[src/hw/rtl/assert_macros.svh]
// ---------------------------------------------------------------------------
// assertion macros for the rtl files; spf_core includes them
// the including module must have signals named clk and rst in scope
// ---------------------------------------------------------------------------
`ifndef ASSERT_MACROS_SVH
`define ASSERT_MACROS_SVH

// property checked on every clock, quiet while in reset
`define SPF_ASSERT(lbl, prop, msg) \
  lbl: assert property (@(posedge clk) disable iff (rst) (prop)) else $error(msg);

// consequent must hold in the clock after the antecedent
`define SPF_ASSERT_NEXT(lbl, ante, cons, msg) \
  `SPF_ASSERT(lbl, (ante) |=> (cons), msg)

`endif

[src/hw/rtl/spf_pkg.sv]
// ---------------------------------------------------------------------------
// spf_pkg
// types, constants and the half-step table of the stepper position follower
// ---------------------------------------------------------------------------
package spf_pkg;

  // highest position level a target may take
  localparam logic [3:0] MAX_LEVEL   = 4'd15;
  // position and targets after reset
  localparam logic [3:0] RESET_LEVEL = 4'd15;
  // half-steps per unit after reset
  localparam logic [7:0] RESET_HSPU  = 8'd48;

  // item kinds
  typedef enum logic {
    KIND_SET_TARGET = 1'b0,
    KIND_TICK       = 1'b1
  } kind_t;

  // one input item
  typedef struct packed {
    kind_t      kind;
    logic [3:0] target_level;
  } in_item_t;

  // one result item
  typedef struct packed {
    logic [3:0] coil_pattern;
    logic       stepped;
    logic       moving;
    logic [3:0] position;
  } out_item_t;

  // half-step coil patterns, bit0 = first coil
  function automatic logic [3:0] half_step_pattern(input logic [2:0] idx);
    logic [3:0] pat;
    unique case (idx)
      3'd0:    pat = 4'h1;
      3'd1:    pat = 4'h3;
      3'd2:    pat = 4'h2;
      3'd3:    pat = 4'h6;
      3'd4:    pat = 4'h4;
      3'd5:    pat = 4'hC;
      3'd6:    pat = 4'h8;
      default: pat = 4'h9;
    endcase
    return pat;
  endfunction

endpackage

[src/hw/rtl/spf_in_reg.sv]
// ---------------------------------------------------------------------------
// spf_in_reg
// input register: holds one accepted item until the step logic takes it
// ---------------------------------------------------------------------------
module spf_in_reg (
  input  logic              clk,
  input  logic              rst,
  input  logic              s_valid,
  output logic              s_ready,
  input  spf_pkg::in_item_t s_item,
  output logic              q_valid,
  input  logic              q_take,
  output spf_pkg::in_item_t q_item
);
  import spf_pkg::*;

  logic     valid;
  in_item_t item;

  // free when empty or when the held item leaves this cycle
  assign s_ready = !valid || q_take;
  assign q_valid = valid;
  assign q_item  = item;

  // valid flag
  always_ff @(posedge clk) begin
    if (rst) begin
      valid <= 1'b0;
    end else if (s_ready) begin
      valid <= s_valid;
    end
  end

  // payload
  always_ff @(posedge clk) begin
    if (s_ready && s_valid) begin
      item <= s_item;
    end
  end

endmodule

[src/hw/rtl/spf_core.sv]
// ---------------------------------------------------------------------------
// spf_core
// move state and half-step logic, one item per cycle while proc is high
// ---------------------------------------------------------------------------
module spf_core (
  input  logic               clk,
  input  logic               rst,
  input  logic               cfg_we,
  input  logic [7:0]         cfg_wdata,
  input  logic               proc,
  input  spf_pkg::in_item_t  item,
  output spf_pkg::out_item_t result
);
  import spf_pkg::*;

  `include "assert_macros.svh"

  logic [7:0]  hspu;
  logic [3:0]  position_level, position_level_next;
  logic [3:0]  target_reg;
  logic [3:0]  move_target, move_target_next;
  logic [11:0] steps_left, steps_left_next;
  logic [2:0]  phase_count, phase_count_next;
  logic        going_down, going_down_next;
  logic [3:0]  coil_reg, coil_reg_next;

  logic        is_tick;
  logic        start;
  logic        down_now;
  logic [3:0]  diff;
  logic [11:0] prod;
  logic [11:0] steps_a;
  logic [2:0]  phase_a;
  logic        step_now;
  logic [2:0]  idx;
  logic [3:0]  lvl_sat;

  // next state for one item
  always_comb begin
    is_tick  = (item.kind == KIND_TICK);
    start    = is_tick && (steps_left == 12'd0) && (position_level != target_reg);
    down_now = position_level > target_reg;
    diff     = down_now ? (position_level - target_reg) : (target_reg - position_level);
    prod     = {4'd0, hspu} * {8'd0, diff};

    // move start
    steps_a          = start ? prod : steps_left;
    phase_a          = start ? 3'd0 : phase_count;
    move_target_next = start ? target_reg : move_target;
    going_down_next  = start ? down_now : going_down;

    // half-step
    step_now         = is_tick && (steps_a != 12'd0);
    idx              = going_down_next ? (3'd7 - phase_a) : phase_a;
    coil_reg_next    = step_now ? half_step_pattern(idx) : coil_reg;
    phase_count_next = step_now ? (phase_a + 3'd1) : phase_a;
    steps_left_next  = step_now ? (steps_a - 12'd1) : steps_a;

    // position settles when the move has no half-steps left
    if ((start || step_now) && (steps_left_next == 12'd0)) begin
      position_level_next = move_target_next;
    end else begin
      position_level_next = position_level;
    end

    lvl_sat = (item.target_level > MAX_LEVEL) ? MAX_LEVEL : item.target_level;

    result.coil_pattern = coil_reg_next;
    result.stepped      = step_now;
    result.moving       = (steps_left_next != 12'd0);
    result.position     = position_level_next;
  end

  // configuration register
  always_ff @(posedge clk) begin
    if (rst) begin
      hspu <= RESET_HSPU;
    end else if (cfg_we) begin
      hspu <= cfg_wdata;
    end
  end

  // move state
  always_ff @(posedge clk) begin
    if (rst) begin
      position_level <= RESET_LEVEL;
      target_reg     <= RESET_LEVEL;
      move_target    <= RESET_LEVEL;
      steps_left     <= 12'd0;
      phase_count    <= 3'd0;
      going_down     <= 1'b0;
      coil_reg       <= 4'd0;
    end else if (proc) begin
      if (is_tick) begin
        position_level <= position_level_next;
        move_target    <= move_target_next;
        steps_left     <= steps_left_next;
        phase_count    <= phase_count_next;
        going_down     <= going_down_next;
        coil_reg       <= coil_reg_next;
      end else begin
        target_reg <= lvl_sat;
      end
    end
  end

  // position only moves on a processed tick
  `SPF_ASSERT_NEXT(a_pos_tick_only, !(proc && is_tick), $stable(position_level),
                   "position changed without a tick")
  // a running move loses exactly one half-step per tick
  `SPF_ASSERT_NEXT(a_step_count, proc && is_tick && (steps_left != 12'd0),
                   steps_left == $past(steps_left) - 12'd1,
                   "half-step count did not decrement")
  // an issued half-step drives one coil or two neighbors
  `SPF_ASSERT_NEXT(a_coil_shape, proc && step_now,
                   ($countones(coil_reg) == 1) || ($countones(coil_reg) == 2),
                   "bad coil pattern after half-step")

endmodule

[src/hw/rtl/spf_out_reg.sv]
// ---------------------------------------------------------------------------
// spf_out_reg
// result register: holds one result until the downstream side takes it
// ---------------------------------------------------------------------------
module spf_out_reg (
  input  logic               clk,
  input  logic               rst,
  input  logic               d_valid,
  output logic               d_ready,
  input  spf_pkg::out_item_t d_item,
  output logic               m_valid,
  input  logic               m_ready,
  output spf_pkg::out_item_t m_item
);
  import spf_pkg::*;

  logic      valid;
  out_item_t item;

  // a new result may load when empty or when the held one is taken
  assign d_ready = !valid || m_ready;
  assign m_valid = valid;
  assign m_item  = item;

  // valid flag
  always_ff @(posedge clk) begin
    if (rst) begin
      valid <= 1'b0;
    end else if (d_ready) begin
      valid <= d_valid;
    end
  end

  // payload
  always_ff @(posedge clk) begin
    if (d_ready && d_valid) begin
      item <= d_item;
    end
  end

endmodule

[src/hw/rtl/stepper_position_follower_top.sv]
// ---------------------------------------------------------------------------
// stepper_position_follower_top
// half-step sequencer making a four-coil stepper follow a target level
// ---------------------------------------------------------------------------
//  channel  | direction | content
//  s_axis   | in        | tuser: kind (0 set target, 1 tick); tdata: target_level
//  m_axis   | out       | tdata: coil_pattern, stepped, moving, position
//  cfg      | in        | cfg_wdata: half_steps_per_unit, written when cfg_we
//
//  one item per cycle unless m_axis stalls; a taken item passes the input register,
//  then the step logic into the result register, whose output is m_axis
//  reset (rst, synchronous) sets position and targets to 15, coils off, 48 per unit
//  a stalled m_axis fills the result and input registers, then drops s_axis_tready
// ---------------------------------------------------------------------------
module stepper_position_follower_top (
  input  logic        clk,
  input  logic        rst,
  input  logic        cfg_we,
  input  logic [7:0]  cfg_wdata,
  input  logic        s_axis_tvalid,
  output logic        s_axis_tready,
  input  logic [7:0]  s_axis_tdata,   // [3:0] target_level, [7:4] zero
  input  logic        s_axis_tuser,   // [0] kind
  output logic        m_axis_tvalid,
  input  logic        m_axis_tready,
  output logic [15:0] m_axis_tdata    // [3:0] coil_pattern, [4] stepped,
                                      // [5] moving, [9:6] position, [15:10] zero
);
  import spf_pkg::*;

  in_item_t  s_item;
  in_item_t  q_item;
  logic      q_valid;
  logic      d_ready;
  logic      proc;
  out_item_t core_result;
  out_item_t m_item;

  // unpack the input item
  always_comb begin
    s_item.kind         = kind_t'(s_axis_tuser);
    s_item.target_level = s_axis_tdata[3:0];
  end

  assign proc = q_valid && d_ready;

  spf_in_reg u_in (
    .clk     (clk),
    .rst     (rst),
    .s_valid (s_axis_tvalid),
    .s_ready (s_axis_tready),
    .s_item  (s_item),
    .q_valid (q_valid),
    .q_take  (d_ready),
    .q_item  (q_item)
  );

  spf_core u_core (
    .clk       (clk),
    .rst       (rst),
    .cfg_we    (cfg_we),
    .cfg_wdata (cfg_wdata),
    .proc      (proc),
    .item      (q_item),
    .result    (core_result)
  );

  spf_out_reg u_out (
    .clk     (clk),
    .rst     (rst),
    .d_valid (q_valid),
    .d_ready (d_ready),
    .d_item  (core_result),
    .m_valid (m_axis_tvalid),
    .m_ready (m_axis_tready),
    .m_item  (m_item)
  );

  // pack the result item
  assign m_axis_tdata = {6'd0, m_item.position, m_item.moving, m_item.stepped,
                         m_item.coil_pattern};

endmodule
[config.mk]
export PLATFORM = sky130hd
export DESIGN_NAME = stepper_position_follower_top
export DESIGN_NICKNAME = d
export VERILOG_FILES = /design/src/hw/rtl/spf_pkg.sv /design/src/hw/rtl/spf_in_reg.sv /design/src/hw/rtl/spf_core.sv /design/src/hw/rtl/spf_out_reg.sv /design/src/hw/rtl/stepper_position_follower_top.sv
export VERILOG_INCLUDE_DIRS = /design/src /design/src/hw/rtl
export SDC_FILE = /design/constraint.sdc
export NUM_CORES = 1
export LEC_CHECK = 0
export BUFFER_PORTS_ARGS = -buffer_cell sky130_fd_sc_hd__buf_2
export CAP_MARGIN = 20
export CORE_UTILIZATION = 40
export CTS_BUF_LIST = sky130_fd_sc_hd__clkbuf_16
export CTS_CLUSTER_DIAMETER = 200
export DETAILED_ROUTE_END_ITERATION = 7
export HOLD_SLACK_MARGIN = 0.05
export PLACE_DENSITY = 0.58
export REMOVE_ABC_BUFFERS = 1
export SYNTH_ARGS = -nofsm -noshare
export SYNTH_HDL_FRONTEND = slang
export SYNTH_SLANG_ARGS = --single-unit
[constraint.sdc]
create_clock -name clk -period 6.2 [get_ports clk]
set_input_delay 0.62 -clock clk [delete_from_list [all_inputs] [get_ports clk]]
set_output_delay 0.62 -clock clk [all_outputs]
set_load 0.01 [all_outputs]
=== Yosys cells after proc, flatten, opt, wreduce, memory -nomap -nowiden ===
Index checks and enable logic that the tools add are counted.

* Add/sub/neg operators: 5
* Reduce and logical (&&, ||, !) cells: 18
* Order comparisons: 2
* Bitwise operators: 1
* $mul: 1
* Equality and inequality tests: 7
* Multiplexer cells: 12

{| class="wikitable"
|+ Operators with widths
! kind !! number
|-
| case mux 4 bit (7 select lines) || 1
|-
| logical NOT 12 bit || 2
|-
| 2-to-1 mux 12 bit || 2
|-
| nonzero test 12 bit || 2
|-
| 2-to-1 mux 4 bit || 5
|-
| multiplier 8 x 4 -> 12 bit || 1
|-
| subtractor 12 x 1 -> 12 bit (second input constant) || 1
|-
| == test 3 bit (second input constant) || 3
|-
| 2-to-1 mux 3 bit || 3
|-
| subtractor 4 bit || 2
|-
| == test 3 x 2 -> 1 bit (second input constant) || 2
|-
| logical AND 1 bit || 6
|-
| greater-than comparator 4 bit || 1
|-
| greater-than comparator 4 bit (second input constant) || 1
|-
| != test 4 bit || 1
|-
| AND reduction 2 bit || 2
|-
| adder 3 x 1 -> 3 bit (second input constant) || 1
|-
| == test 3 x 1 -> 1 bit (second input constant) || 1
|-
| logical NOT 3 bit || 1
|-
| logical OR 1 bit || 3
|-
| subtractor 3 bit (first input constant) || 1
|-
| logical NOT 1 bit || 2
|-
| 2-to-1 mux 1 bit || 1
|-
| inverter 1 bit || 1
|}

* Input bits: 22
* Flip-flop bits (word level): 57
* Output and inout bits: 18
* Logic and storage cells: 62

=== Depth between registers and ports, before layout ===
Gate-level depths: netlist of the first run.

* Depth after elaboration: 10
* Depth in mapped cells: 25
* Mapped depth without buffers: 23

=== Cells and area by module ===
From an unflattened synthesis of the first run, not the netlist that was laid out.

* Cell total of the unflattened synthesis: 493
* Area total of the unflattened synthesis: 4242.8 µm²

{| class="wikitable"
|+ By module, submodules not included
! module !! instances !! sequential area each (µm²) !! area each (µm²) !! cells an instance
|-
| spf_core || 1 || 800.8 || 3627.2 || 460
|-
| spf_out_reg || 1 || 320.3 || 355.3 || 15
|-
| spf_in_reg || 1 || 170.2 || 205.2 || 10
|-
| stepper_position_follower_top || 1 || 0.0 || 55.1 || 8
|}

=== Worst setup path after synthesis of the first run ===
Ideal clock, no wire load.

* Path kind: register to register
* Start point: register u_core.target_reg[1]
* End point: register u_out.item, in the netlist u_out.m_item[0] (data pin)
* Arrival: 6.120 ns
* Path buffers: 1
* Cell stages (with the launch flop): 22
* Setup slack: -0.183 ns
* Clock period less this slack: 6.383 ns
* Required time: 5.938 ns
* Library setup time: 0.262 ns
* Cell sequence: dfxtp_1 -> inv_1 -> fa_1 -> a21o_1 -> a21oi_1 -> nor2_1 -> mux2i_1 -> xor2_1 -> and2_1 -> fa_1 -> fa_1 -> fa_1 -> a211oi_1 -> o21bai_1 -> a41o_1 -> nand2b_4 -> or3_4 -> or4_4 -> buf_6 -> a22oi_2 -> nand4_2 -> mux2_1

{| class="wikitable"
|+ RTL lines
! what !! RTL line !! text
|-
| from (decl) || spf_core.sv:20 || <nowiki>logic [3:0] target_reg;</nowiki>
|-
| from (signal assigned) || spf_core.sv:102 || <nowiki>target_reg <= lvl_sat;</nowiki>
|-
| to (signal assigned) || spf_out_reg.sv:37 || <nowiki>item <= d_item;</nowiki>
|-
| to (decl) || spf_out_reg.sv:18 || <nowiki>out_item_t item;</nowiki>
|}

=== Worst setup path after layout of the first run ===
* Start point: register u_core.position_level[0]
* End point: register u_core.position_level[0]

* Cells in the longest elaborated chain, start to end: 10
* Elaborated cells between the ends (all ways): 17
* Those cells by class: add/sub: 3; mul: 1; order compare: 1; eq/ne: 1; mux: 5; reduce/logical: 6

{| class="wikitable"
|+ RTL lines
! what !! RTL line !! text
|-
| from (decl) || spf_core.sv:19 || <nowiki>logic [3:0] position_level, position_level_next;</nowiki>
|-
| from (signal assigned) || spf_core.sv:95 || <nowiki>position_level <= position_level_next;</nowiki>
|-
| parallel branches: the longest is 9 deep, another holds multiplier 8 x 4 -> 12 bit || n/a ||
|-
| 2-to-1 mux 4 bit (*) || spf_core.sv:60 || <nowiki>if ((start || step_now) && (steps_left_next == 12'd0)) begin</nowiki>
|}

Mark *: on every way between the ends.
A chain may end at the register's enable or synchronous reset.

==> summary.md, run 1 <==
| Metric | Value |
|---|---|
| Number of enable flip-flop cells after synthesis | `15` |
| CTS Root Buffer Type | `sky130_fd_sc_hd__clkbuf_16` |
| Net load switching power | `~0.61 mW` |
| Number of max-cap violations | `0` |
| Area of all placed cells without fillers | `about 5600 sq um` |
| Filler cell count | `~960` |
| Average via count per standard cell | `5.51` |
| Drt pass-1 iters | `5` |
| Total clock sinks | `57` |
| Count of pins on the block boundary | `40` |
| Leading cell types in the layout, fill and taps excluded | `sky130_fd_sc_hd__buf_4 (64), sky130_fd_sc_hd__nor2_1 (52), sky130_fd_sc_hd__dfxtp_1 (40), sky130_fd_sc_hd__nand2_1 (33), sky130_fd_sc_hd__buf_2 (29)` |
| Initial antenna violation count | `0` |
| Overflow left after global routing | `0` |
| Area delta synth->final | `27.8%` |
| Later-pin clock latency in the skew report | `~330 ps` |
| Peak ir drop on the vdd network | `around 0.00018 V` |
| Area of the die | `11300 sq um` |
| RSZ-0062 raised after global routing | `true` |
| # hold bufs at CTS | `0` |
| Biggest register | `u_core.steps_left` |
| Clock network fraction of design power | `26.3%` |
| Maximum number of pins on one net before global-route repair | `slightly below 50` |
| Placer Congestion | `~0.85` |
| Arrival @ worst endpoint | `between 6000 and 7000 ps` |
| Net count reported at finish | `between 600 and 700` |
| Post-layout util | `53.4%` |
| Hold depth | `1` |
| Area of the core | `10400 sq um` |
| Antenna-violating nets left | `0` |
| Minimum clock period | `6070 ps` |
| Starting Density | `between 40% and 50%` |
| Number of design rule violations left after detail routing | `0` |
| Static Leak | `2.40 nW` |
| Logic depth of the worst register-to-register path | `27` |
| Vias in the first global route | `3940` |
| Upper clock frequency limit | `165 MHz` |
| DP Wirelength | `~7900 microns` |
| Element type at the critical path end | `flip-flop` |
| Dpl cell area | `a little under 5000 sq um` |
| DIE WIDTH | `around 110 microns` |
| Number of placement rows | `37` |
| Clk pin slew, worst setup/hold paths | `50 ps` |
| Total number of yosys warnings | `0` |
| Post-route clock skew | `between 8 and 9 ps` |
| Portion of total power attributed to sequential cells | `between 20% and 30%` |
| Power density over cell area | `around 300 nW/um^2` |
| Hold Vio Cnt, Final | `0` |
| Sequential element share of the synthesized area | `29.7%` |
| Syn Area/Cell | `8.79 sq um` |
| Area occupied by registers | `1290 sq um` |
| Endpoints failing setup | `0` |
| Post-synthesis cell type count | `69` |
| Switching part of the total | `between 30 and 40%` |
| Wire length of the first global-routing pass | `~18000 microns` |
| Worst hold-check path type | `flip-flop to flip-flop` |
| Number of buffers on the longest clock path | `2` |
| Max H-tree Level | `3` |
| Final slew viol count | `0` |
| Post-Syn Instances | `around 500` |
| Comb pwr share | `48.4%` |
| Port Buffer Count | `29` |
| TritonCTS clock tree | `built` |
| Category of the worst setup path launch point | `flip-flop` |
| Flip-flop count of the largest register after layout | `12` |
| Vias | `roughly 4000` |
| Int Power | `around 1.1 mW` |
| Die Y | `between 100 and 150 microns` |
| Post-synthesis register bit count | `57` |
| Most frequent standard cell in the layout excluding fill and tap cells | `sky130_fd_sc_hd__buf_4` |
| Antenna Cells | `0` |
| Worst hold margin | `between 400 and 500 ps` |
| Global router's overall resource usage | `roughly a fifth` |
| Most used flip-flop cell after synthesis | `sky130_fd_sc_hd__dfxtp_1` |
| Post-synthesis instance area | `4350 sq um` |
| Placed Cells incl. Taps | `692` |
| Final period util | `a little over nine tenths` |
| Num CTS Buffers | `9` |
| Largest fanout on the critical path | `5` |
| Worst rel slew slack | `roughly two fifths` |
| Routed wire per std cell | `approximately 16 microns` |
| Share of final-layout standard cells stronger than drive strength 1 | `28.3%` |
| Result of the run | `complete, no violations` |
| Layout Cells excl Fill | `between 700 and 800` |
| Number of DRC markers in iteration 0 | `roughly 230` |
| Area used by multi-input combinational logic | `3100 sq um` |
| Critical Setup Path Class | `flip-flop to flip-flop` |
| WP data required | `between 6000 and 7000 ps` |
| Total Routed Length | `~11000 microns` |
| Transition time of the tightest slew-check pin | `904 ps` |
| Fraction of synthesis flops using an asynchronous set or reset pin | `0%` |
-- through the flow --
step	TNS, ps	setup slack (ps)	total power [mW]
after floorplan	-853	-213	0.849
after global placement	-1250	-172	1.09
after detailed placement	-1970	-232	1.10
after CTS	0	0.238	1.59
after global routing	-759	-110	1.81
final	0	128	1.70
-- path summary, 6_finish.rpt --
check	to	start	slack, ps
worst max-delay path	u_core.position_level[0]	u_core.position_level[0]	130
worst min-delay path	u_core.target_reg[2]	u_in.q_item[2]	450
worst max register to register	u_core.position_level[0]	u_core.position_level[0]	130
worst min register to register	u_core.target_reg[2]	u_in.q_item[2]	450
-- synth_stat cells (7+ instances only) --
library cell | number | area [sq um]
sky130_fd_sc_hd__nor2_1 | 54 | 203
sky130_fd_sc_hd__dfxtp_1 | 42 | 841
sky130_fd_sc_hd__nand2_1 | 33 | 124
sky130_fd_sc_hd__a21oi_1 | 29 | 145
sky130_fd_sc_hd__ha_1 | 25 | 313
sky130_fd_sc_hd__and2_1 | 23 | 144
sky130_fd_sc_hd__o21ai_0 | 20 | 100
sky130_fd_sc_hd__nor2b_1 | 18 | 113
sky130_fd_sc_hd__nor3_1 | 18 | 90.1
sky130_fd_sc_hd__clkbuf_1 | 15 | 56.3
sky130_fd_sc_hd__edfxtp_1 | 15 | 450
sky130_fd_sc_hd__fa_1 | 14 | 280
sky130_fd_sc_hd__mux2i_1 | 14 | 140
sky130_fd_sc_hd__a211o_1 | 13 | 114
sky130_fd_sc_hd__inv_1 | 13 | 48.8
sky130_fd_sc_hd__nand3_1 | 11 | 55.1
sky130_fd_sc_hd__a21o_1 | 9 | 67.6
sky130_fd_sc_hd__a211oi_1 | 8 | 60.1
sky130_fd_sc_hd__nor4_1 | 8 | 50.1
sky130_fd_sc_hd__xnor2_1 | 8 | 70.1
sky130_fd_sc_hd__and2b_1 | 7 | 52.6
sky130_fd_sc_hd__buf_4 | 7 | 52.6
-- power groups by stage --
| stage | logic (mW) | registers (mW) | clock network (mW) |
|---|---|---|---|
| finish | 0.820 | 0.430 | 0.445 |
| global route | 0.899 | 0.433 | 0.475 |
| CTS | 0.704 | 0.429 | 0.452 |
| detailed placement | 0.667 | 0.436 | 0 |
| global placement | 0.658 | 0.436 | 0 |
| floorplan | 0.413 | 0.436 | 0 |
-- what timing repair did --
action | in CTS | in global routing
cloned | 0 | 0
gates resized for setup | 15 | 35
buffers inserted | 3 | 11
setup endpoints to repair | 19 | 23
pin swaps | 9 | 29
-- critical path, cell delays in order (launching register included) --
cell and delay (ps):
sky130_fd_sc_hd__dfxtp_2 310, sky130_fd_sc_hd__inv_1 50, sky130_fd_sc_hd__ha_2 160, sky130_fd_sc_hd__inv_2 50
sky130_fd_sc_hd__fa_2 360, sky130_fd_sc_hd__a21o_1 180, sky130_fd_sc_hd__a21oi_2 180, sky130_fd_sc_hd__nor2_2 90
sky130_fd_sc_hd__mux2i_1 180, sky130_fd_sc_hd__xnor2_1 170, sky130_fd_sc_hd__buf_4 170, sky130_fd_sc_hd__and2_4 150
sky130_fd_sc_hd__fa_1 420, sky130_fd_sc_hd__fa_1 490, sky130_fd_sc_hd__ha_4 300, sky130_fd_sc_hd__a211oi_2 60
sky130_fd_sc_hd__buf_4 150, sky130_fd_sc_hd__or2_2 320, sky130_fd_sc_hd__a41o_1 260, sky130_fd_sc_hd__nand2b_4 150
sky130_fd_sc_hd__buf_4 150, sky130_fd_sc_hd__or4_4 520, sky130_fd_sc_hd__o21a_1 210, sky130_fd_sc_hd__buf_4 140
sky130_fd_sc_hd__a211oi_4 210, sky130_fd_sc_hd__and4b_1 240, sky130_fd_sc_hd__buf_6 140, sky130_fd_sc_hd__mux2i_1 180
-- routing by layer --
metal | vias up | GRT usage (%) | share of wire, %
li1 | 1961 | - | -
met1 | 1917 | 25.8 | 46
met2 | 91 | 35.5 | 49
met3 | 12 | 3.31 | 3.4
met4 | 0 | 6.85 | 1.2
met5 | - | 0 | 0
-- cell type report --
cell class	count	area share (%)
timing repair buffer	98	12.3
inverter	13	0.877
sequential	57	23.3
clock inverter	7	0.697
multi-input combinational	402	55.8
tap	136	3.06
clock buffer	9	4.05
-- cell families (layout without fill, tap and decap cells) --
kind of cell / count (synthesis) / in the layout / synth area share [%]
flops: 57 / 57 / 29.7
simple gates: 209 / 209 / 26.2
compound gates: 115 / 115 / 18.4
xor+xnor: 11 / 11 / 2.21
mux: 22 / 22 / 5.29
fa+ha+maj: 39 / 39 / 13.6
buf+inv: 41 / 127 / 4.54
other cells: 1 / 6 / 0.0861
No activity file was read; power rests on OpenSTA's default activity.
==> inputs of run 2 (changes only) <==
--- a/config.mk
+++ b/config.mk
@@ -9,7 +9,6 @@
 export BUFFER_PORTS_ARGS = -buffer_cell sky130_fd_sc_hd__buf_2
 export CAP_MARGIN = 20
 export CORE_UTILIZATION = 40
-export CTS_BUF_LIST = sky130_fd_sc_hd__clkbuf_16
 export CTS_CLUSTER_DIAMETER = 200
 export DETAILED_ROUTE_END_ITERATION = 7
 export HOLD_SLACK_MARGIN = 0.05
==> constraint.sdc (replaced) <==
create_clock -name clk -period 6.2 [get_ports clk]
set_input_delay 0.31 -clock clk [delete_from_list [all_inputs] [get_ports clk]]
set_output_delay 0.31 -clock clk [all_outputs]
set_load 0.01 [all_outputs]
==> summary.md, run 2 (synthesized netlist as in run 1, its figures left out) <==
| Metric | Value |
|---|---|
| DP Wirelength | `approximately 8000 microns` |
| Area used by multi-input combinational logic | `just over 3000 sq um` |
| Filler cell count | `between 900 and 1000` |
| Drt pass-1 iters | `4` |
| Count of pins on the block boundary | `40` |
| Worst hold margin | `128 ps` |
| Transition time of the tightest slew-check pin | `roughly 660 ps` |
| Post-layout util | `52.3%` |
| Share of final-layout standard cells stronger than drive strength 1 | `roughly 28%` |
| Average via count per standard cell | `around 5.5` |
| Beginning of the critical path | `u_core.position_level[0]` |
| Critical Path Sink | `u_core.position_level[1]` |
| Die Y | `approximately 110 microns` |
| Wire length on met2 | `between 5000 and 6000 microns` |
| Leading cell types in the layout, fill and taps excluded | `sky130_fd_sc_hd__buf_4 (62), sky130_fd_sc_hd__nor2_1 (50), sky130_fd_sc_hd__dfxtp_1 (40), sky130_fd_sc_hd__nand2_1 (33), sky130_fd_sc_hd__buf_2 (29)` |
| Category of the worst setup path launch point | `flip-flop` |
| Setup ws final | `62.8 ps` |
| Logic depth of the worst register-to-register path | `28` |
| Maximum number of pins on one net before global-route repair | `roughly 50` |
| Setup slack of the worst register-to-register path | `~63 ps` |
| CTS Root Buffer Type | `sky130_fd_sc_hd__clkbuf_8` |
| Static Leak | `~2.4 nW` |
| TritonCTS clock tree | `built` |
| Number of max-cap violations | `0` |
| Initial antenna violation count | `0` |
| Number of DRC markers in iteration 0 | `159` |
| Total Routed Length | `about 11000 microns` |
| Post-route clock skew | `~6.5 ps` |
| Final period util | `99.0%` |
| Area occupied by registers | `between 1000 and 1500 sq um` |
| Power density over cell area | `290 nW/um^2` |
| Peak ir drop on the vdd network | `approximately 0.00015 V` |
| Final slew viol count | `0` |
| Later-pin clock latency in the skew report | `350 ps` |
| Arrival @ worst endpoint | `6410 ps` |
| Starting Density | `41.8%` |
| Top Layer Used | `met4` |
| Startpoint of the most critical register-to-register path | `u_core.position_level[0]` |
| Endpoints failing setup | `0` |
| Number of buffers on the longest clock path | `2` |
| Total clock sinks | `57` |
| Worst hold-check path type | `primary input to flip-flop` |
| Overflow left after global routing | `0` |
| Antenna-violating nets left | `0` |
| Hold Vio Cnt, Final | `0` |
| Routed wire per std cell | `~16 microns` |
| Largest fanout on the critical path | `5` |
| Area delta synth->final | `25.1%` |
| Critical Setup Path Class | `flip-flop to flip-flop` |
| Upper clock frequency limit | `between 150 and 200 MHz` |
| Antenna Cells | `0` |
| Most frequent standard cell in the layout excluding fill and tap cells | `sky130_fd_sc_hd__buf_4` |
| Biggest register | `u_core.steps_left` |
| Number of design rule violations left after detail routing | `0` |
| Max incr delay on CP | `580 ps` |
| Capture instance of the worst register-to-register path | `u_core.position_level[1]` |
| Worst slack after detailed placement | `-221 ps` |
| Area of the die | `11300 sq um` |
| Max H-tree Level | `3` |
| Port Buffer Count | `29` |
| Area of the core | `approximately 10000 sq um` |
| Element type at the critical path end | `flip-flop` |
| Vias in the first global route | `about 3800` |
| Global router's overall resource usage | `20.8%` |
| Flip-flop count of the largest register after layout | `12` |
| Result of the run | `complete, no violations` |
| CP max-delay cell | `sky130_fd_sc_hd__fa_1` |
| Num CTS Buffers | `9` |
| DIE WIDTH | `approximately 110 microns` |
| Minimum clock period | `about 6100 ps` |
| Worst rel slew slack | `55.7%` |
| Vias | `3932` |
| Placer Congestion | `0.911` |
| Net count reported at finish | `640` |
| Number of placement rows | `37` |
| Met3 Routed Length | `approximately 400 microns` |
| Clk pin slew, worst setup/hold paths | `roughly 70 ps` |
| Met1 Wirelength | `5360 microns` |
| WP data required | `between 6000 and 7000 ps` |
| RSZ-0062 raised after global routing | `true` |
| Wire length of the first global-routing pass | `roughly 18000 microns` |
[run 2: what timing repair did]
action                                  4_1_cts  5_1_grt
endpoints found under the setup margin       19       30
setup buffers                                 3       10
pin swaps                                     9       34
hold endpoints to repair                      0        0
gates cloned                                  0        1
hold buffers                                  0        0
resized for setup                            12       41
[run 2: final cells by class]
| class | count | area share [%] |
|---|---|---|
| repair buffers | 96 | 12.3 |
| multi-input cells | 402 | 56.5 |
| flip-flops and latches | 57 | 23.8 |
| well taps | 136 | 3.13 |
| clock buffers | 11 | 2.41 |
| clock inverters | 5 | 1.03 |
| inverters | 13 | 0.896 |
[run 2: worst min-delay path by stage]
stage                         start              endpoint  cells past startpoint
floorplan                       rst    u_core.coil_reg[0]                      1
global placement     u_in.q_item[3]  u_core.target_reg[3]                      1
detailed placement   u_in.q_item[2]  u_core.target_reg[2]                      1
CTS                 s_axis_tdata[2]        u_in.q_item[2]                      1
global route        s_axis_tdata[2]        u_in.q_item[2]                      1
finish              s_axis_tdata[2]        u_in.q_item[2]                      1
[run 2: critical path: cells and delay by family, from the launching register on]
family	cells	cell delay, ps
xor+xnor	1	160
fa+ha+maj	5	1860
flops	1	330
compound gates	7	1130
mux	2	320
buf+inv	8	960
simple gates	5	1300
[run 2: layer usage]
| layer | up-vias | track usage (%) |
|---|---|---|
| li1 | 1953 | - |
| met1 | 1886 | 26.9 |
| met2 | 82 | 34.8 |
| met3 | 11 | 3.00 |
| met4 | 0 | 7.74 |
| met5 | - | 0 |
[run 2: through the flow]
| stage | cells | setup TNS (ps) | instance area, sq um | power, mW |
|---|---|---|---|---|
| finish | 720 | 0 | 5440 | 1.58 |
| global route | 720 | -1480 | 5440 | 1.68 |
| CTS | 709 | 0 | 5200 | 1.48 |
| detailed placement | 690 | -2330 | 4940 | 1.10 |
| global placement | 690 | -694 | 4940 | 1.09 |
| floorplan | 472 | -853 | 4220 | 0.849 |
[run 2: report_power, final]
group	switching (mW)	internal (mW)	total, mW
Sequential	0.0189	0.410	0.429
Clock	0.157	0.185	0.342
Combinational	0.407	0.399	0.806
Total	0.583	0.993	1.58
==> inputs of run 3 (changes only) <==
--- a/config.mk
+++ b/config.mk
@@ -6,14 +6,16 @@
 export SDC_FILE = /design/constraint.sdc
 export NUM_CORES = 1
 export LEC_CHECK = 0
+export ABC_AREA = 1
 export BUFFER_PORTS_ARGS = -buffer_cell sky130_fd_sc_hd__buf_2
 export CAP_MARGIN = 20
 export CORE_UTILIZATION = 40
 export CTS_CLUSTER_DIAMETER = 200
 export DETAILED_ROUTE_END_ITERATION = 7
 export HOLD_SLACK_MARGIN = 0.05
-export PLACE_DENSITY = 0.58
+export PLACE_DENSITY = 0.57
 export REMOVE_ABC_BUFFERS = 1
+export SETUP_SLACK_MARGIN = 0.4
 export SYNTH_ARGS = -nofsm -noshare
 export SYNTH_HDL_FRONTEND = slang
 export SYNTH_SLANG_ARGS = --single-unit
==> summary.md, run 3 <==
| Metric | Value |
|---|---|
| Dpl cell area | `slightly below 5000 sq um` |
| RSZ-0062 raised after global routing | `true` |
| Port Buffer Count | `29` |
| TritonCTS clock tree | `built` |
| Number of enable flip-flop cells after synthesis | `15` |
| Net count reported at finish | `782` |
| Initial antenna violation count | `0` |
| Number of design rule violations left after detail routing | `0` |
| CP max-delay cell | `sky130_fd_sc_hd__fa_1` |
| Placer Congestion | `between 0.8 and 0.9` |
| Post-synthesis mux area share | `less than 1%` |
| Area delta synth->final | `22.8%` |
| Num CTS Buffers | `9` |
| Total number of yosys warnings | `0` |
| Largest family of logic cells by synthesized area | `simple AND/OR/NAND/NOR gates` |
| Number of placement rows | `39` |
| Transition time of the tightest slew-check pin | `approximately 950 ps` |
| CTS Root Buffer Type | `sky130_fd_sc_hd__clkbuf_16` |
| Largest fanout on the critical path | `8` |
| Most frequent standard cell in the layout excluding fill and tap cells | `sky130_fd_sc_hd__nand2_1` |
| Global router's overall resource usage | `between 20% and 30%` |
| Later-pin clock latency in the skew report | `roughly 330 ps` |
| Antenna Cells | `0` |
| Synth cell count leaders | `sky130_fd_sc_hd__nand2_1 (155), sky130_fd_sc_hd__inv_1 (97), sky130_fd_sc_hd__nor2_1 (62)` |
| Leading cell type by number of instances after synthesis | `sky130_fd_sc_hd__nand2_1` |
| Worst hold-check path type | `primary input to flip-flop` |
| Count of pins on the block boundary | `40` |
| Vias | `about 4400` |
| Critical Setup Path Class | `flip-flop to flip-flop` |
| Proportion of netlist area held by the largest area contributor | `around 18%` |
| Final Total Pwr | `around 1.8 mW` |
| Power density over cell area | `between 300 and 400 nW/um^2` |
| Number of buffers on the longest clock path | `2` |
| Max H-tree Level | `3` |
| Endpoints failing setup | `0` |
| Antenna-violating nets left | `0` |
| Die Y | `approximately 110 microns` |
| Total Routed Length | `between 10000 and 15000 microns` |
| Upper clock frequency limit | `177 MHz` |
| Post-route clock skew | `9.85 ps` |
| Overflow left after global routing | `0` |
| Routed wire per std cell | `13.7 microns` |
| Area of all placed cells without fillers | `around 5800 sq um` |
| Flip-flop count of the largest register after layout | `12` |
| Post-synthesis cell type count | `~40` |
| Startpoint of the most critical register-to-register path | `u_core.position_level[0]` |
| Static Leak | `about 2.9 nW` |
| Syn Area/Cell | `between 7 and 8 sq um` |
| Average via count per standard cell | `5.03` |
| Vias in the first global route | `about 4000` |
| Category of the worst setup path launch point | `flip-flop` |
| Area of the die | `between 10000 and 15000 sq um` |
| Max incr delay on CP | `roughly 560 ps` |
| Peak ir drop on the vdd network | `roughly 0.00016 V` |
| Cell taking the most area after synthesis | `sky130_fd_sc_hd__dfxtp_1` |
| Leading cell types by total area after synthesis | `sky130_fd_sc_hd__dfxtp_1 (18%), sky130_fd_sc_hd__nand2_1 (12%), sky130_fd_sc_hd__edfxtp_1 (9.6%)` |
| Maximum number of pins on one net before global-route repair | `35` |
| Area of the core | `between 10000 and 15000 sq um` |
| DIE WIDTH | `between 100 and 150 microns` |
| HP Start | `s_axis_tdata[0]` |
| Post-synthesis register bit count | `between 50 and 60` |
| Fraction of synthesis flops using an asynchronous set or reset pin | `0%` |
| Element type at the critical path end | `flip-flop` |
| Layout Cells excl Fill | `about 870` |
| Biggest register | `u_core.steps_left` |
| Setup ws final | `536 ps` |
| Worst rel slew slack | `a little under two fifths` |
| Worst slack after detailed placement | `between 150 and 200 ps` |
| Placed Cells incl. Taps | `~830` |
| Starting Density | `41.1%` |
| Final slew viol count | `0` |
| DP Wirelength | `around 8500 microns` |
| Most used flip-flop cell after synthesis | `sky130_fd_sc_hd__dfxtp_1` |
| Number of DRC markers in iteration 0 | `between 200 and 300` |
| Total clock sinks | `between 50 and 60` |
| Synthesized-area fraction occupied by adder cells | `between 10% and 20%` |
| Post-synthesis instance area | `around 4700 sq um` |
| Arrival @ worst endpoint | `between 5000 and 6000 ps` |
| Beginning of the critical path | `u_core.position_level[0]` |
| Crit-path most repeated cell | `sky130_fd_sc_hd__nand2_2` |
| Clk pin slew, worst setup/hold paths | `50 ps` |
| Minimum clock period | `between 5000 and 6000 ps` |
| Post-synthesis share of cell area spent on and, or, nand and nor gates | `a little over a third` |
| Post-Syn Instances | `roughly 660` |
| Sequential element share of the synthesized area | `between 20% and 30%` |
| Filler cell count | `around 1200` |
| Worst hold margin | `~160 ps` |
| XOR/XNOR Fraction of Synth Area | `less than 1%` |
| Leading cell types in the layout, fill and taps excluded | `sky130_fd_sc_hd__nand2_1 (131), sky130_fd_sc_hd__inv_1 (95), sky130_fd_sc_hd__nor2_1 (56), sky130_fd_sc_hd__o21ai_0 (43), sky130_fd_sc_hd__dfxtp_1 (39)` |
| Number of max-cap violations | `0` |
| Final period util | `roughly nine tenths` |
| Post-layout util | `about half` |
| Post-synthesis compound-gate area fraction | `about 11%` |
| Hold Vio Cnt, Final | `0` |
| WP data required | `between 6000 and 7000 ps` |
| Share of final-layout standard cells stronger than drive strength 1 | `between 20 and 30%` |
| Final sum of negative setup slack | `0 ps` |
| Drt pass-1 iters | `5` |
| Wire length of the first global-routing pass | `between 15000 and 20000 microns` |
| Result of the run | `complete, no violations` |
==> run 3: cell types whose count changed after synthesis, sizes merged, moves of 19 or more <==
cell	delta
nor2	+30
o21ai	+24
nand3	+38
and2	-19
inv	+97
nand2	+141
==> run 3: path summary, 6_finish.rpt <==
check / end / slack [ps] / cells past startpoint
worst max-delay path: u_out.m_item[2] / 540 / 31
worst min-delay path: u_in.q_item[0] / 160 / 1
worst max register to register: u_out.m_item[2] / 540 / 31
worst min register to register: u_core.target_reg[1] / 470 / 2
==> run 3: metal layers <==
| layer | share of wire (%) | wire length (microns) | global-route usage [%] |
|---|---|---|---|
| met2 | 49 | 5870 | 34.9 |
| met5 | 0 | 0 | 0 |
| met1 | 45 | 5390 | 25.4 |
| met3 | 3.9 | 466 | 3.70 |
| met4 | 1.7 | 202 | 5.26 |
==> run 3: critical path, delay by kind of cell, from the launching register on <==
family / cells / cell delay (ps)
AOI/OAI and AO/OA: 1 / 150
xor gates and xnor gates: 1 / 240
adders and majority gates: 5 / 1870
buffers and inverters: 4 / 410
DFF: 1 / 350
muxes: 1 / 220
and+or+nand+nor: 19 / 2140
==> run 3: timing repair <==
item	4_1_cts	5_1_grt
gates resized for setup	13	65
setup buffers	3	21
pin swaps	4	47
setup endpoints to repair	9	9
hold buffers	0	0
cloned	0	1
==> run 3: cells by family (layout without fill, tap and decap cells) <==
group           Yosys count  after routing
other cells               1              6
fa+ha+maj                39             39
xor+xnor                  5              5
mux                       2              2
flops                    57             57
buf+inv                 131            188
compound gates           97             97
simple gates            331            332
==> run 3: final cells by class <==
| cell class | count | area [sq um] | area share, % |
|---|---|---|---|
| clock buffers | 11 | 233 | 4.04 |
| multi-input cells | 481 | 3200 | 55.4 |
| inverters | 112 | 425 | 7.38 |
| well taps | 143 | 179 | 3.10 |
| repair buffers | 60 | 378 | 6.55 |
| flip-flops and latches | 57 | 1300 | 22.5 |
| clock inverters | 5 | 56.3 | 0.977 |
==> run 3: power breakdown <==
group / leakage, nW / total (mW) / switching [mW] / internal [mW]
Sequential: 0.478 / 0.419 / 0.0138 / 0.405
Clock: 0.139 / 0.490 / 0.180 / 0.310
Combinational: 2.26 / 0.935 / 0.557 / 0.379
